==> config.mk <==
export PLATFORM = sky130hd
export DESIGN_NAME = median_then_iir_smoother_top
export DESIGN_NICKNAME = d
export VERILOG_FILES = /design/src/design/mtis_pkg.sv /design/src/design/mtis_ring.sv /design/src/design/mtis_median.sv /design/src/design/median_then_iir_smoother_top.sv
export SDC_FILE = /design/constraint.sdc
export NUM_CORES = 1
export LEC_CHECK = 0
export ABC_AREA = 1
export BUFFER_PORTS_ARGS = -buffer_cell sky130_fd_sc_hd__buf_2
export CAP_MARGIN = 15
export CORE_UTILIZATION = 50
export DETAILED_ROUTE_END_ITERATION = 16
export GPL_ROUTABILITY_DRIVEN = 1
export GPL_TIMING_DRIVEN = 0
export PLACE_DENSITY = 0.73
export SETUP_SLACK_MARGIN = 0.5
export SLEW_MARGIN = 20
export SYNTH_ARGS = -nofsm -noshare
export SYNTH_HDL_FRONTEND = slang
export SYNTH_SLANG_ARGS = --single-unit
export TNS_END_PERCENT = 20
==> constraint.sdc <==
create_clock -name clk_i -period 6.6 [get_ports clk_i]
set_input_delay 0.99 -clock clk_i [delete_from_list [all_inputs] [get_ports clk_i]]
set_output_delay 0.99 -clock clk_i [all_outputs]
set_load 0.01 [all_outputs]
==> src/design/mtis_pkg.sv <==
// ----------------------------------------------------------------------------
// mtis_pkg
// Shared defaults for the median-then-average smoother.
// ----------------------------------------------------------------------------
package mtis_pkg;

  // Default window length in samples
  localparam int unsigned WindowDef     = 5;
  // Default sample width in bits
  localparam int unsigned SampleBitsDef = 10;

endpackage

==> src/design/mtis_ring.sv <==
// ----------------------------------------------------------------------------
// mtis_ring
// Sample window with a downward-stepping write slot. It presents the window
// as it stands once the incoming sample is written, so the median can be
// taken in the cycle of the request.
// ----------------------------------------------------------------------------
module mtis_ring import mtis_pkg::*; #(
  parameter int unsigned WINDOW      = WindowDef,
  parameter int unsigned SAMPLE_BITS = SampleBitsDef
) (
  input  logic                                   clk_i,
  input  logic                                   rst_ni,
  input  logic                                   wr_en_i,
  input  logic [SAMPLE_BITS-1:0]                 sample_i,
  output logic [WINDOW-1:0][SAMPLE_BITS-1:0]     window_o
);

  localparam int unsigned SlotW = $clog2(WINDOW);
  localparam logic [SlotW-1:0] LastSlot = SlotW'(WINDOW - 1);

  logic [WINDOW-1:0][SAMPLE_BITS-1:0] ring_q;
  logic [SlotW-1:0]                   slot_q;
  logic [SlotW-1:0]                   slot_d;

  // Overlay the incoming sample on its slot
  always_comb begin
    for (int k = 0; k < WINDOW; k++) begin
      if (slot_q == SlotW'(k)) begin
        window_o[k] = sample_i;
      end else begin
        window_o[k] = ring_q[k];
      end
    end
  end

  // Step the slot downward and wrap to the top
  assign slot_d = (slot_q == '0) ? LastSlot : slot_q - SlotW'(1);

  // Hold the window; advance on each request
  always_ff @(posedge clk_i or negedge rst_ni) begin
    if (!rst_ni) begin
      ring_q <= '0;
      slot_q <= '0;
    end else if (wr_en_i) begin
      ring_q <= window_o;
      slot_q <= slot_d;
    end
  end

endmodule

==> src/design/mtis_median.sv <==
// ----------------------------------------------------------------------------
// mtis_median
// Rank network: each entry counts the entries below it (ties broken by slot
// index) and the entry whose rank is the middle one is selected.
// ----------------------------------------------------------------------------
module mtis_median import mtis_pkg::*; #(
  parameter int unsigned WINDOW      = WindowDef,
  parameter int unsigned SAMPLE_BITS = SampleBitsDef
) (
  input  logic [WINDOW-1:0][SAMPLE_BITS-1:0] window_i,
  output logic [SAMPLE_BITS-1:0]             median_o
);

  localparam int unsigned RankW = $clog2(WINDOW);
  localparam logic [RankW-1:0] MidRank = RankW'(WINDOW / 2);

  logic [WINDOW-1:0][RankW-1:0] rank;
  logic [WINDOW-1:0]            below;

  // Count, for every entry, the entries ranked ahead of it
  always_comb begin
    for (int i = 0; i < WINDOW; i++) begin
      rank[i] = '0;
      for (int j = 0; j < WINDOW; j++) begin
        below[j] = (window_i[j] < window_i[i]) ||
                   ((window_i[j] == window_i[i]) && (j < i));
        rank[i]  = rank[i] + RankW'(below[j]);
      end
    end
  end

  // Ranks form a permutation, so exactly one entry matches the middle
  always_comb begin
    median_o = '0;
    for (int i = 0; i < WINDOW; i++) begin
      if (rank[i] == MidRank) begin
        median_o = median_o | window_i[i];
      end
    end
  end

endmodule

==> src/design/median_then_iir_smoother_top.sv <==
// ----------------------------------------------------------------------------
// median_then_iir_smoother_top
// Each accepted sample enters a WINDOW-entry ring; the block returns the
// median of the ring and an exponentially smoothed value (doubled average
// updated as median + old/2, reported halved). The ring and the average
// start at zero, so the first medians include those zeros. A request is
// taken every cycle while the input is ready: each sample's result appears
// in the output register in the cycle after it is taken, computed by a
// single pass through the rank network and the average adder, and the
// input stays ready while that register is empty or being emptied.
// ----------------------------------------------------------------------------
module median_then_iir_smoother_top import mtis_pkg::*; #(
  parameter int unsigned WINDOW      = WindowDef,
  parameter int unsigned SAMPLE_BITS = SampleBitsDef
) (
  input  logic                   clk_i,
  input  logic                   rst_ni,
  input  logic                   sample_valid_i,
  output logic                   sample_ready_o,
  input  logic [SAMPLE_BITS-1:0] sample_i,
  output logic                   result_valid_o,
  input  logic                   result_ready_i,
  output logic [SAMPLE_BITS-1:0] median_o,
  output logic [SAMPLE_BITS-1:0] smoothed_o
);

  localparam int unsigned AvgW = SAMPLE_BITS + 1;
  localparam logic [AvgW-1:0] AvgMax = {{(SAMPLE_BITS){1'b1}}, 1'b0};

  logic                                   accept;
  logic [WINDOW-1:0][SAMPLE_BITS-1:0]     window;
  logic [SAMPLE_BITS-1:0]                 median;
  logic [AvgW-1:0]                        avg_q;
  logic [AvgW-1:0]                        avg_d;
  logic                                   out_valid_q;
  logic [SAMPLE_BITS-1:0]                 median_q;
  logic [SAMPLE_BITS-1:0]                 smoothed_q;

  // Take a request whenever the output register is free or draining
  assign sample_ready_o = !out_valid_q || result_ready_i;
  assign accept         = sample_valid_i && sample_ready_o;

  mtis_ring #(
    .WINDOW      (WINDOW),
    .SAMPLE_BITS (SAMPLE_BITS)
  ) u_ring (
    .clk_i    (clk_i),
    .rst_ni   (rst_ni),
    .wr_en_i  (accept),
    .sample_i (sample_i),
    .window_o (window)
  );

  mtis_median #(
    .WINDOW      (WINDOW),
    .SAMPLE_BITS (SAMPLE_BITS)
  ) u_median (
    .window_i (window),
    .median_o (median)
  );

  // Update the doubled average: median plus half the old value
  assign avg_d = AvgW'({1'b0, median} + {1'b0, avg_q[AvgW-1:1]});

  // Hold the average between requests
  always_ff @(posedge clk_i or negedge rst_ni) begin
    if (!rst_ni) begin
      avg_q <= '0;
    end else if (accept) begin
      avg_q <= avg_d;
    end
  end

  // Output register valid flag
  always_ff @(posedge clk_i or negedge rst_ni) begin
    if (!rst_ni) begin
      out_valid_q <= 1'b0;
    end else if (sample_ready_o) begin
      out_valid_q <= sample_valid_i;
    end
  end

  // Output register payload
  always_ff @(posedge clk_i) begin
    if (accept) begin
      median_q   <= median;
      smoothed_q <= avg_d[AvgW-1:1];
    end
  end

  assign result_valid_o = out_valid_q;
  assign median_o       = median_q;
  assign smoothed_o     = smoothed_q;

  // An accepted request always shows a result in the next cycle
  assert property (@(posedge clk_i) disable iff (!rst_ni)
    accept |=> result_valid_o)
    else $error("accepted sample produced no result");

  // The doubled average never exceeds twice the largest sample
  assert property (@(posedge clk_i) disable iff (!rst_ni)
    avg_q <= AvgMax)
    else $error("doubled average out of range");

  // The average moves only on a request
  assert property (@(posedge clk_i) disable iff (!rst_ni)
    !accept |=> $stable(avg_q))
    else $error("average changed without a request");

endmodule
==> metrics.txt <==
dpl hpwl=16800 um; Detailed Routing Iterations Pass 1=6; share of the synthesized area in the top cell type=0.224; worst r2r src=u_ring.slot_q[2]; Antenna Cells=0; WP data required=6700 ps; Crit-path slowest cell=fa_1; critical path class=in -> reg; Final ANT Viol Nets=0; layout cells sized above 1=0.263; final wirelength=24600 um; fraction of registers with async set/reset=0.762; Relative slew margins=0.524; Final Skew=7.88 ps; synth cell count leaders=nand2_1, inv_1, ha_1, o21ai_0, dfrtp_1; Final Setup Violations=0; Clock Latency Late Sink=350 ps; IO Count=36; nets=1167; CORE AREA=13900 sq um; maximum clock frequency=163 MHz; Synthesis Warnings=0; Die Y=121 um; Final Hold Viols=0; startpoint types=primary input; Hold Crit Class=reg -> reg; WL per Instance=20.1 um; count leader, synth=nand2_1; # clock sinks=84; Max-cap violations=0; CTS tree=built; initial antenna violation count=0; Syn Nets=1055; Core Rows=43; DRT iter0 DRCs=764; vias in the first global route=6767; Die ar.=14800 sq um; via-per-instance ratio=5.90; CP endpoint kind=flip-flop; first-pass GRT wire length=36000 um; fill cell count=1104; critical path arrival=6240 ps; routability cong.=1.03; CTS Hold Bufs=0; Critical Path Most Common Cell=ha_1; Synth area leader=dfrtp_1; status=completed; DRC Markers=0; Placed Area=7570 sq um; worst-margin pin slew=714 ps; htree depth=3; hold_ws=478 ps; Global Route Usage Sum=0.331; Crit path largest cell delay=490 ps; largest net degree at the start of global routing=49; die width=121 um; area grow syn2layout=28.5%; total congestion overflow=0; Max Slew Vio Count=0; cts bufs inserted=9; Mapped Avg Cell Area=7.70 sq um; crit path launch=sample_i[7]; post-synthesis cell count=927; Synth cell types=47; register area share after synthesis=0.308; hold wc startpoint=u_ring.ring_q[41]; post-layout min period=6140 ps; RSZ-0062 raised after global routing=yes; Post-synth EDFFs=20; PortBufs=35; Reg clk slew, reported paths=60 ps; Mapped Area=7140 sq um; fin area=9170 sq um; flops & latches, synth=84; Area contributors post-synth=dfrtp_1, ha_1, nand2_1, edfxtp_1, o21ai_0; Initial Utilization=0.514; clock buffer depth=2; Root Driver=clkbuf_16; worst-path fanout max=6; routed vias=7225; Final Cycle Share=0.930; ys flop type=dfrtp_1
[sequential cells by signal, summed over array words and instances, names as in the netlist]
name,count
smoothed_o,10
avg_q,10
median_o,10
result_valid_o,1
u_ring.slot_q,3
u_ring.ring_q,50
[layout by cell type (no fill, tap or decap), drive strengths merged]
master	Yosys	final
edfxtp	20	20
a211oi	9	9
ha	109	109
o211a	2	2
clkbuf	14	28
o21a	7	7
fa	5	5
xor2	4	4
o21ai	111	111
nand3	48	48
and2	4	4
clkinv	3	2
o2111ai	1	1
nor2	47	47
a31o	5	5
a221oi	4	4
bufinv	0	2
nand2	232	232
or2	18	18
nand4	10	10
o211ai	2	2
nand3b	4	4
dfrtp	64	64
o21bai	4	4
a21o	1	1
buf	5	105
nor3b	3	3
inv	124	123
a21oi	46	46
clkinvlp	0	3
o221ai	8	8
or4	1	1
nor3	12	12
[cell type report]
class	instances	area, sq um	area share
Buffer	19	124	0.0135
Clock buffer	13	260	0.0284
Clock inverter	3	68.8	0.00750
Inverter	127	500	0.0546
Multi-Input combinational cell	697	5070	0.552
Sequential cell	84	2210	0.240
Tap cell	180	225	0.0245
Timing Repair Buffer	101	723	0.0788
[kinds of logic after synthesis]
logic type | count (synthesis) | share of synthesized area
XOR/XNOR | 4 | 0.00491
AO/OA/AOI/OAI | 200 | 0.171
flip-flops | 84 | 0.308
buffers and inverters | 146 | 0.0789
adder cells (fa/ha/maj) | 114 | 0.205
AND/OR/NAND/NOR | 379 | 0.232
[what timing repair did]
item	in CTS	in global routing
gates resized for setup	107	76
setup buffers	23	42
setup endpoints to repair	23	13
pin swaps	15	28
hold endpoints to repair	0	0
[per-stage QoR]
| stage | setup slack [ps] | util | TNS, ps | cells |
|---|---|---|---|---|
| detailed placement | -973 | 0.545 | -11220 | 1143 |
| global placement | -1030 | 0.543 | -12700 | 1142 |
| finish | 462 | 0.661 | 0 | 1224 |
| floorplan | 858 | - | 0 | 927 |
| global route | 302 | 0.661 | 0 | 1224 |
| CTS | 523 | 0.610 | 0 | 1182 |
[per-layer routing]
metal / track usage / wire length (um)
met5: 0 / 0
met4: 0.182 / 1600
met3: 0.0705 / 2310
met2: 0.532 / 11100
met1: 0.410 / 9620
[worst max-delay path, delay by kind of cell]
family | cells | cell delay, ps
AOI/OAI and AO/OA | 6 | 990
adders and majority gates | 5 | 1510
buffers and inverters | 7 | 1040
and+or+nand+nor | 11 | 1670
[path summary, 6_finish.rpt]
check                                    end  slack [ps]  depth (start not counted)
hold / removal             u_ring.ring_q[41]         480                          2
setup / recovery               smoothed_o[7]         460                         29
setup reg to reg               smoothed_o[7]         490                         31
max in group asynchronous   u_ring.slot_q[2]        5560                          2
hold reg to reg            u_ring.ring_q[41]         480                          2
min in group asynchronous  u_ring.ring_q[27]         510                          1
Power is left out: the tool's default activity adds up to more than one toggle a clock period on the data nets, which glitch-free logic cannot reach.
